### src/rtl/table_waveform_generator_assert.svh
// ----------------------------------------------------------------------------
// table waveform generator assertion macros
// concurrent checks on i_clk, disabled while i_rst_n is low
// ----------------------------------------------------------------------------
`ifndef TABLE_WAVEFORM_GENERATOR_ASSERT_SVH
`define TABLE_WAVEFORM_GENERATOR_ASSERT_SVH

`ifndef SYNTHESIS

// same-cycle implication
`define TWG_ASSERT(lbl, ante, cons) \
    lbl: assert property (@(posedge i_clk) disable iff (!i_rst_n) (ante) |-> (cons)) \
        else $error("twg assertion failed");

// next-cycle implication
`define TWG_ASSERT_NXT(lbl, ante, cons) \
    lbl: assert property (@(posedge i_clk) disable iff (!i_rst_n) (ante) |=> (cons)) \
        else $error("twg assertion failed");

`else

`define TWG_ASSERT(lbl, ante, cons)
`define TWG_ASSERT_NXT(lbl, ante, cons)

`endif

`endif

### src/rtl/twg_pkg.sv
// ----------------------------------------------------------------------------
// twg_pkg
// shared types, register indexes, waveform tables and defaults
// ----------------------------------------------------------------------------
`default_nettype none

package twg_pkg;

    localparam int TICK_RATE_DEF   = 32768;
    localparam int TABLE_DEPTH_DEF = 32;
    localparam int DIV_W_DEF       = 16;

    localparam int CFG_IDX_W  = 2;
    localparam int CFG_DATA_W = 15;
    localparam int FREQ_W     = 15;
    localparam int AMP_W      = 7;
    localparam int DAC_W      = 8;
    localparam int COUNT_W    = 16;
    localparam int TAB_IDX_W  = 5;
    localparam int PROD_W     = 15;

    localparam int AMP_MAX    = 100;
    localparam int PERIOD_MAX = 65535;
    localparam int FREQ_RST   = 100;

    localparam logic [CFG_IDX_W-1:0] REG_WAVEFORM  = 2'd0;
    localparam logic [CFG_IDX_W-1:0] REG_FREQUENCY = 2'd1;
    localparam logic [CFG_IDX_W-1:0] REG_AMPLITUDE = 2'd2;

    typedef enum logic [1:0] {
        WAVE_CONST  = 2'd0,
        WAVE_SINE   = 2'd1,
        WAVE_SAW    = 2'd2,
        WAVE_SQUARE = 2'd3
    } t_wave;

    localparam logic [DAC_W-1:0] SINE_TAB [32] = '{
        8'd128, 8'd153, 8'd177, 8'd199, 8'd219, 8'd234, 8'd246, 8'd254,
        8'd255, 8'd254, 8'd246, 8'd234, 8'd219, 8'd199, 8'd177, 8'd153,
        8'd128, 8'd103, 8'd79,  8'd57,  8'd37,  8'd22,  8'd10,  8'd2,
        8'd0,   8'd2,   8'd10,  8'd22,  8'd37,  8'd57,  8'd79,  8'd103
    };

    localparam logic [DAC_W-1:0] SAW_TAB [32] = '{
        8'd0,   8'd8,   8'd16,  8'd25,  8'd33,  8'd41,  8'd49,  8'd58,
        8'd66,  8'd74,  8'd82,  8'd90,  8'd99,  8'd107, 8'd115, 8'd123,
        8'd132, 8'd140, 8'd148, 8'd156, 8'd165, 8'd173, 8'd181, 8'd189,
        8'd197, 8'd206, 8'd214, 8'd222, 8'd230, 8'd239, 8'd247, 8'd255
    };

    function automatic logic [DAC_W-1:0] wave_sample(t_wave w, logic [TAB_IDX_W-1:0] idx);
        logic [DAC_W-1:0] s;
        case (w)
            WAVE_CONST:  s = 8'd255;
            WAVE_SINE:   s = SINE_TAB[idx];
            WAVE_SAW:    s = SAW_TAB[idx];
            WAVE_SQUARE: s = idx[0] ? 8'd255 : 8'd0;
            default:     s = 8'd0;
        endcase
        return s;
    endfunction

endpackage

`default_nettype wire

### src/rtl/table_waveform_generator.sv
// ----------------------------------------------------------------------------
// table_waveform_generator
// tick-driven table waveform generator with amplitude scaling
// ----------------------------------------------------------------------------
// One input word per time-base tick; each accepted word yields exactly one
// output word carrying the held converter value and a strobe that marks a new
// sample. A word that loads no sample goes from S_IDLE straight to S_DONE;
// a word that loads a sample passes these steps in order, each registered:
// - table lookup and amplitude product
// - scaling by a reciprocal multiply
// - the output register
// Input words are held off until a word has gone through S_DONE. A waveform
// or frequency write holds off input words while the shared bit-serial divider,
// W = max(clog2(TICK_RATE + 1), 16) bits wide, forms TICK_RATE / frequency and
// then divides by the sample count. An amplitude write takes effect at once. The
// next input word is taken while a finished output word still waits.
`default_nettype none

module table_waveform_generator #(
    parameter int TICK_RATE   = twg_pkg::TICK_RATE_DEF,
    parameter int TABLE_DEPTH = twg_pkg::TABLE_DEPTH_DEF
) (
    input  logic                           i_clk,
    input  logic                           i_rst_n,
    input  logic                           i_cfg_we,
    input  logic [twg_pkg::CFG_IDX_W-1:0]  i_cfg_index,
    input  logic [twg_pkg::CFG_DATA_W-1:0] i_cfg_data,
    input  logic                           i_in_valid,
    output logic                           o_in_stall,
    input  logic                           i_tick,
    output logic                           o_out_valid,
    input  logic                           i_out_stall,
    output logic [twg_pkg::DAC_W-1:0]      o_dac_value,
    output logic                           o_sample_strobe
);

    import twg_pkg::*;

    `include "table_waveform_generator_assert.svh"

    localparam int DIV_W = ($clog2(TICK_RATE + 1) > 16) ? $clog2(TICK_RATE + 1) : 16;
    localparam int IDX_W = (TABLE_DEPTH > 1) ? $clog2(TABLE_DEPTH) : 1;

    // floor(x / 100) for x up to 25500
    localparam int AMP_RECIP = 5243;
    localparam int AMP_SHIFT = 19;
    localparam int SCALE_W   = PROD_W + 13;

    localparam int FM_C_RAW  = TICK_RATE / 1 / 2;
    localparam int FM_T_RAW  = TICK_RATE / TABLE_DEPTH / 2;
    localparam int FM_S_RAW  = TICK_RATE / 2 / 2;
    localparam int FMAX_C    = (FM_C_RAW == 0) ? 1 : FM_C_RAW;
    localparam int FMAX_T    = (FM_T_RAW == 0) ? 1 : FM_T_RAW;
    localparam int FMAX_S    = (FM_S_RAW == 0) ? 1 : FM_S_RAW;
    localparam int RST_FREQ  = (FREQ_RST > FMAX_T) ? FMAX_T : FREQ_RST;
    localparam int RST_P_RAW = TICK_RATE / RST_FREQ / TABLE_DEPTH;
    localparam int RST_PER   = (RST_P_RAW == 0) ? 1 :
                               ((RST_P_RAW > PERIOD_MAX) ? PERIOD_MAX : RST_P_RAW);

    typedef enum logic [5:0] {
        S_IDLE = 6'b000001,
        S_PER1 = 6'b000010,
        S_PER2 = 6'b000100,
        S_MUL  = 6'b001000,
        S_SAMP = 6'b010000,
        S_DONE = 6'b100000
    } t_state;

    function automatic logic [DIV_W-1:0] f_fmax(t_wave w);
        logic [DIV_W-1:0] m;
        case (w)
            WAVE_CONST:  m = DIV_W'(FMAX_C);
            WAVE_SQUARE: m = DIV_W'(FMAX_S);
            default:     m = DIV_W'(FMAX_T);
        endcase
        return m;
    endfunction

    function automatic logic [DIV_W-1:0] f_samples(t_wave w);
        logic [DIV_W-1:0] n;
        case (w)
            WAVE_CONST:  n = DIV_W'(1);
            WAVE_SQUARE: n = DIV_W'(2);
            default:     n = DIV_W'(TABLE_DEPTH);
        endcase
        return n;
    endfunction

    function automatic logic [FREQ_W-1:0] f_sat_freq(logic [FREQ_W-1:0] f, t_wave w);
        logic [DIV_W-1:0]  m;
        logic [FREQ_W-1:0] r;
        m = f_fmax(w);
        if (f == '0) begin
            r = FREQ_W'(1);
        end else if (DIV_W'(f) > m) begin
            r = m[FREQ_W-1:0];
        end else begin
            r = f;
        end
        return r;
    endfunction

    t_state             r_state,     n_state;
    t_wave              r_wave,      n_wave;
    logic [FREQ_W-1:0]  r_freq,      n_freq;
    logic [AMP_W-1:0]   r_amp,       n_amp;
    logic [COUNT_W-1:0] r_count,     n_count;
    logic [COUNT_W-1:0] r_period,    n_period;
    logic [IDX_W-1:0]   r_idx,       n_idx;
    logic [DAC_W-1:0]   r_value,     n_value;
    logic               r_strobe,    n_strobe;
    logic               r_out_valid, n_out_valid;
    logic [DAC_W-1:0]   r_out_dac;
    logic               r_out_strobe;
    logic [PROD_W-1:0]  r_prod;
    logic               w_load;

    logic               w_div_start;
    logic [DIV_W-1:0]   w_div_dividend;
    logic [DIV_W-1:0]   w_div_divisor;
    logic               w_div_busy;
    logic               w_div_done;
    logic [DIV_W-1:0]   w_div_quo;

    logic [COUNT_W-1:0] w_cnt_inc;
    logic [DIV_W-1:0]   w_idx_inc;
    logic [PROD_W-1:0]  w_prod;
    logic [SCALE_W-1:0] w_scaled;
    logic               w_accept;

    assign w_cnt_inc = r_count + COUNT_W'(1);
    assign w_idx_inc = DIV_W'(r_idx) + DIV_W'(1);
    assign w_prod    = PROD_W'(wave_sample(r_wave, TAB_IDX_W'(r_idx))) * PROD_W'(r_amp);
    assign w_scaled  = SCALE_W'(r_prod) * SCALE_W'(AMP_RECIP);
    assign w_accept  = i_in_valid && !o_in_stall;

    assign o_in_stall = (r_state != S_IDLE) || i_cfg_we;

    always_comb begin
        n_state        = r_state;
        n_wave         = r_wave;
        n_freq         = r_freq;
        n_amp          = r_amp;
        n_count        = r_count;
        n_period       = r_period;
        n_idx          = r_idx;
        n_value        = r_value;
        n_strobe       = r_strobe;
        n_out_valid    = r_out_valid && i_out_stall;
        w_load         = 1'b0;
        w_div_start    = 1'b0;
        w_div_dividend = DIV_W'(TICK_RATE);
        w_div_divisor  = DIV_W'(r_freq);
        case (r_state)
            S_IDLE: begin
                if (i_cfg_we) begin
                    case (i_cfg_index)
                        REG_WAVEFORM: begin
                            n_wave        = t_wave'(i_cfg_data[1:0]);
                            n_idx         = '0;
                            n_freq        = f_sat_freq(r_freq, n_wave);
                            w_div_start   = 1'b1;
                            w_div_divisor = DIV_W'(n_freq);
                            n_state       = S_PER1;
                        end
                        REG_FREQUENCY: begin
                            n_freq        = f_sat_freq(i_cfg_data[FREQ_W-1:0], r_wave);
                            w_div_start   = 1'b1;
                            w_div_divisor = DIV_W'(n_freq);
                            n_state       = S_PER1;
                        end
                        REG_AMPLITUDE: begin
                            if (i_cfg_data[AMP_W-1:0] > AMP_W'(AMP_MAX)) begin
                                n_amp = AMP_W'(AMP_MAX);
                            end else begin
                                n_amp = i_cfg_data[AMP_W-1:0];
                            end
                        end
                        default: begin
                        end
                    endcase
                end else if (w_accept) begin
                    n_strobe = 1'b0;
                    n_state  = S_DONE;
                    if (i_tick) begin
                        if (w_cnt_inc >= r_period) begin
                            n_count = '0;
                            n_state = S_MUL;
                            if (w_idx_inc >= f_samples(r_wave)) begin
                                n_idx = '0;
                            end else begin
                                n_idx = w_idx_inc[IDX_W-1:0];
                            end
                        end else begin
                            n_count = w_cnt_inc;
                        end
                    end
                end
            end
            S_PER1: begin
                if (w_div_done) begin
                    w_div_start    = 1'b1;
                    w_div_dividend = w_div_quo;
                    w_div_divisor  = f_samples(r_wave);
                    n_state        = S_PER2;
                end
            end
            S_PER2: begin
                if (w_div_done) begin
                    if (w_div_quo == '0) begin
                        n_period = COUNT_W'(1);
                    end else if (w_div_quo > DIV_W'(PERIOD_MAX)) begin
                        n_period = COUNT_W'(PERIOD_MAX);
                    end else begin
                        n_period = w_div_quo[COUNT_W-1:0];
                    end
                    n_state = S_IDLE;
                end
            end
            S_MUL: begin
                n_state = S_SAMP;
            end
            S_SAMP: begin
                n_value  = w_scaled[AMP_SHIFT +: DAC_W];
                n_strobe = 1'b1;
                n_state  = S_DONE;
            end
            S_DONE: begin
                if (!r_out_valid || !i_out_stall) begin
                    w_load      = 1'b1;
                    n_out_valid = 1'b1;
                    n_state     = S_IDLE;
                end
            end
            default: begin
                n_state = S_IDLE;
            end
        endcase
    end

    always_ff @(posedge i_clk) begin
        if (!i_rst_n) begin
            r_state     <= S_IDLE;
            r_wave      <= WAVE_SINE;
            r_freq      <= FREQ_W'(RST_FREQ);
            r_amp       <= AMP_W'(AMP_MAX);
            r_count     <= '0;
            r_period    <= COUNT_W'(RST_PER);
            r_idx       <= '0;
            r_value     <= '0;
            r_out_valid <= 1'b0;
        end else begin
            r_state     <= n_state;
            r_wave      <= n_wave;
            r_freq      <= n_freq;
            r_amp       <= n_amp;
            r_count     <= n_count;
            r_period    <= n_period;
            r_idx       <= n_idx;
            r_value     <= n_value;
            r_out_valid <= n_out_valid;
        end
    end

    always_ff @(posedge i_clk) begin
        r_strobe <= n_strobe;
        if (r_state == S_MUL) begin
            r_prod <= w_prod;
        end
        if (w_load) begin
            r_out_dac    <= r_value;
            r_out_strobe <= r_strobe;
        end
    end

    twg_div #(
        .W (DIV_W)
    ) u_div (
        .i_clk      (i_clk),
        .i_rst_n    (i_rst_n),
        .i_start    (w_div_start),
        .i_dividend (w_div_dividend),
        .i_divisor  (w_div_divisor),
        .o_busy     (w_div_busy),
        .o_done     (w_div_done),
        .o_quotient (w_div_quo)
    );

    assign o_out_valid     = r_out_valid;
    assign o_dac_value     = r_out_dac;
    assign o_sample_strobe = r_out_strobe;

    `TWG_ASSERT(a_period_nz, 1'b1, r_period != '0)
    `TWG_ASSERT(a_amp_max, 1'b1, r_amp <= AMP_W'(AMP_MAX))
    `TWG_ASSERT(a_freq_rng, 1'b1, (r_freq != '0) && (DIV_W'(r_freq) <= f_fmax(r_wave)))
    `TWG_ASSERT(a_idx_rng, 1'b1, DIV_W'(r_idx) < f_samples(r_wave))
    `TWG_ASSERT(a_div_wait, (r_state == S_PER1) || (r_state == S_PER2), w_div_busy || w_div_done)

endmodule

`default_nettype wire

### src/rtl/twg_div.sv
// ----------------------------------------------------------------------------
// twg_div
// restoring unsigned divider, one quotient bit per cycle
// ----------------------------------------------------------------------------
`default_nettype none

module twg_div #(
    parameter int W = twg_pkg::DIV_W_DEF
) (
    input  logic         i_clk,
    input  logic         i_rst_n,
    input  logic         i_start,
    input  logic [W-1:0] i_dividend,
    input  logic [W-1:0] i_divisor,
    output logic         o_busy,
    output logic         o_done,
    output logic [W-1:0] o_quotient
);

    `include "table_waveform_generator_assert.svh"

    localparam int CNT_W = $clog2(W);

    logic             r_busy;
    logic             r_done;
    logic [CNT_W-1:0] r_cnt;
    logic [W-1:0]     r_rem;
    logic [W-1:0]     r_quo;
    logic [W-1:0]     r_dsr;

    logic [W:0]       w_shift;
    logic [W:0]       w_diff;
    logic             w_ge;
    logic             w_last;

    assign w_shift = {r_rem, r_quo[W-1]};
    assign w_diff  = w_shift - {1'b0, r_dsr};
    assign w_ge    = (w_shift >= {1'b0, r_dsr});
    assign w_last  = (r_cnt == CNT_W'(W - 1));

    always_ff @(posedge i_clk) begin
        if (!i_rst_n) begin
            r_busy <= 1'b0;
            r_done <= 1'b0;
            r_cnt  <= '0;
        end else begin
            r_done <= 1'b0;
            if (i_start) begin
                r_busy <= 1'b1;
                r_cnt  <= '0;
            end else if (r_busy) begin
                r_cnt <= r_cnt + CNT_W'(1);
                if (w_last) begin
                    r_busy <= 1'b0;
                    r_done <= 1'b1;
                end
            end
        end
    end

    always_ff @(posedge i_clk) begin
        if (i_start) begin
            r_quo <= i_dividend;
            r_rem <= '0;
            r_dsr <= i_divisor;
        end else if (r_busy) begin
            r_quo <= {r_quo[W-2:0], w_ge};
            r_rem <= w_ge ? w_diff[W-1:0] : w_shift[W-1:0];
        end
    end

    assign o_busy     = r_busy;
    assign o_done     = r_done;
    assign o_quotient = r_quo;

    `TWG_ASSERT(a_start_idle, i_start, !r_busy)
    `TWG_ASSERT_NXT(a_start_busy, i_start, r_busy)
    `TWG_ASSERT(a_done_idle, r_done, !r_busy)

endmodule

`default_nettype wire
### config.mk
export PLATFORM = sky130hd
export DESIGN_NAME = table_waveform_generator
export DESIGN_NICKNAME = d
export VERILOG_FILES = /design/src/rtl/twg_pkg.sv /design/src/rtl/table_waveform_generator.sv /design/src/rtl/twg_div.sv
export VERILOG_INCLUDE_DIRS = /design/src /design/src/rtl
export SDC_FILE = /design/constraint.sdc
export NUM_CORES = 1
export LEC_CHECK = 0
export ABC_AREA = 1
export BUFFER_PORTS_ARGS = -buffer_cell sky130_fd_sc_hd__buf_2
export CAP_MARGIN = 20
export CORE_MARGIN = 3
export CORE_UTILIZATION = 65
export CTS_CLUSTER_SIZE = 14
export DETAILED_ROUTE_END_ITERATION = 12
export HOLD_SLACK_MARGIN = 0.12
export MAX_ROUTING_LAYER = met4
export PLACE_DENSITY = 0.92
export SLEW_MARGIN = 20
export SYNTH_ARGS = -nofsm -noshare
export SYNTH_HDL_FRONTEND = slang
export SYNTH_SLANG_ARGS = --single-unit
### constraint.sdc
create_clock -name i_clk -period 10.4 [get_ports i_clk]
set_input_delay 1.04 -clock i_clk [delete_from_list [all_inputs] [get_ports i_clk]]
set_output_delay 1.04 -clock i_clk [all_outputs]
set_load 0.02 [all_outputs]
==> impl_results.md <==
- Share of cells above drive strength 1: between 5 and 6%
- Synth Area in Simple Gates: between 20% and 30%
- Max-cap violations: 0
- Post-synth EDFFs: 56
- Largest family of logic cells by synthesized area: adder cells
- Synth top area cells: ha_1 16%, dfxtp_1 13%, fa_1 13%
- XOR/XNOR Fraction of Synth Area: 2.15%
- Max Freq: approximately 0.17 GHz
- Diodes inserted: 0
- IO Count: 34
- First-pass GRT wire length: ~62,000 um
- Postcts setup bufs: 0
- Vias per cell: ~5.8
- Period utilization: 55.2%
- CTS Hold Bufs: 0
- P&R area growth vs syn: 6.65%
- Final setup fails: 0
- Top_reg_cell synth: dfxtp_1
- GRT overflow: 0
- Root Driver: clkbuf_16
- Clock Skew: ~21 ps
- Vias in the first global route: approximately 13,000
- Syn nets: 2,333
- Die W: about 160 um
- Worst vdd ir: approximately 120 uV
- DR WL/cell: roughly 16 um
- Rows: between 50 and 60
- R2R setup slack: 4660 ps
- Post-CTS sizing: 0
- Multiplexer share of the synthesized area: 0%
- # H-tree levels: 4
- Worst R2R End: r_prod[12]
- Fin. max-slew vios: 0
- Initial antenna violation count: 0
- Die height: roughly 160 um
- Outcome: finished, final reports clean
- Crit path launch type: flip-flop
- Power Density: roughly 150 mW/mm^2
- Critical path class: flip-flop to flip-flop
- Post-synthesis cell count: ~2,000
- PnR Total Power: 2.46 mW
- Clock latency on the worst-skew pair: 450 ps
- Detailed Route Iter0 Violations: roughly 1,300
- CP Max Fanout: 11
- Initial Util: about two thirds
- Port Buffers: 33
- Sequential area share after synthesis: ~24%
- Worst reg-to-reg path cell count: 22
- Adder-cell share of the synthesized area: approximately 29%
- Post-Route WL: about 38,000 um
- Yosys top cell area share: between 15 and 20%
- Nets: around 2,300
- Final hold slack: 434 ps
- Fin cells: 2,336
- Die area: 0.0251 mm^2
- Remaining antenna violation count: 0
- Synth cell types: between 50 and 60
- CP Launch Point: r_idx[0]
- Slew Limit Headroom: a little under two fifths
- RSZ-0062 raised after global routing: false
- Placement Setup Slack: around 4700 ps
- TritonCTS clock tree: built
- Worst Slack Setup Final: 4660 ps
- Min Tclk post-route: 5740 ps
- CTS Buffer Depth: 2
- Pre-Repair DR Iteration Count: 6
- Hold crit path type: flip-flop to flip-flop
- Final hold violation count: 0
- Setup TNS: 0 ps
- Detailed placer's ending HPWL: approximately 29,000 um
- R2R Path Start: r_idx[0]
- Worst-path clk slew: roughly 70 ps
- Ys async rst share: 0%
- CP endpoint: r_prod[12]
- Largest area contributor in the netlist: ha_1
- Dpl cells: 2,304
- Final core utilization: a little under three quarters
- Arrival @ worst endpoint: between 5000 and 6000 ps
- Worst endpoint required time: around 11,000 ps
- GP Congestion: between 0.9 and 1
- Syn avg cell area: 7.47 um^2
- Area after DPL: around 0.015 mm^2
- P_leak: approximately 8.2 nW
- CORE AREA: approximately 0.023 mm^2
- Via count: ~14,000
- GR Util All Layers: 31.5%
- Post-route DRC: 0
- Final standard cell area without fillers: ~0.016 mm^2
- Clock Sinks: between 150 and 200
- Top-count cell post-synth: nand2_1
- Seq cells post-synth: ~150
- Largest net degree at the start of global routing: 47
- Num CTS Buffers: 17
- Most frequent cells after synthesis: 420 x nand2_1, 389 x inv_1, 193 x nor2_1
- Worst Setup End Kind: flip-flop
- Compound-Gate Fraction of Synth Area: 9.70%
- Warnings from Yosys: 0
- Mapped cell area: between 0.015 and 0.02 mm^2
- Worst slew pin tran: 939 ps
## kinds of logic (layout without fill, tap and decap cells)
family,after synthesis,after routing
flip-flops,154,154
AND/OR/NAND/NOR,850,850
XOR/XNOR,37,37
AO/OA/AOI/OAI,254,254
adder cells (fa/ha/maj),288,288
buffers and inverters,439,468
## power breakdown
part,total (mW),switching (mW),internal (mW)
logic,1.05,0.674,0.379
clock network,0.656,0.290,0.366
registers,0.753,0.0477,0.705
## layer usage
layer,global-route usage [%],part of all wire (%),up-vias
li1,-,-,6499
met1,36.9,40,6272
met2,53.4,49,629
met3,5.52,7.7,138
met4,13.7,3.9,0
met5,-,0,-
## flip-flops by register name, summed over array words and instances, names as in the netlist, 15 cells and up
register / count
r_count: 16
r_freq: 15
u_div.r_dsr: 15
u_div.o_quotient: 16
u_div.r_rem: 16
r_prod: 15
r_period: 16
## worst max-delay path, cell delays in order (launching register included)
cell	delay, ps
dfxtp_1	550
inv_1	250
ha_1	460
inv_1	90
a21oi_1	170
a211oi_1	90
o21ai_0	160
nand3_1	80
nand2_1	90
inv_1	110
nor2_1	140
fa_1	460
fa_1	520
fa_1	540
inv_1	50
fa_1	520
inv_1	40
ha_1	360
a21o_1	200
a21oi_1	180
o21ai_0	150
a21oi_1	190
xnor2_1	80
## area by class of cell
type,instances,area (um^2)
Sequential cell,154,3640
Tap cell,285,357
Clock buffer,18,429
Multi-Input combinational cell,1429,9790
Inverter,398,1490
Clock inverter,14,183
Fill cell,1734,6610
Timing Repair Buffer,38,203
## worst min-delay path by stage
stage                     startpoint         endpoint  depth (start not counted)
after global routing        r_strobe  o_sample_strobe                          0
after CTS                   r_strobe  o_sample_strobe                          0
final                       r_strobe  o_sample_strobe                          0
after detailed placement    r_strobe  o_sample_strobe                          0
after floorplan             r_strobe  o_sample_strobe                          0
after global placement    r_value[3]   o_dac_value[3]                          0
## cells in the final DEF (no fill, tap or decap), types with 4 or more instances in the layout
master       n
o21ai_1      5
nor3_1      16
or2_2        5
xnor2_1     13
a31oi_1      8
edfxtp_1    56
buf_2       33
inv_6        4
o21bai_1     5
nor4_1       7
a21o_1       8
nand2_2     11
a21oi_2     10
nand4_1     30
fa_1        98
nand2_1    420
inv_1      389
o21ai_0     64
nor2_1     193
o211ai_1    20
nand3b_1     6
buf_4        5
a21oi_1    115
xor2_1      24
dfxtp_1     98
clkbuf_16   17
ha_1       190
a211oi_1     7
inv_2        7
nand3_1    145
Power figures use the tool's default switching activity.
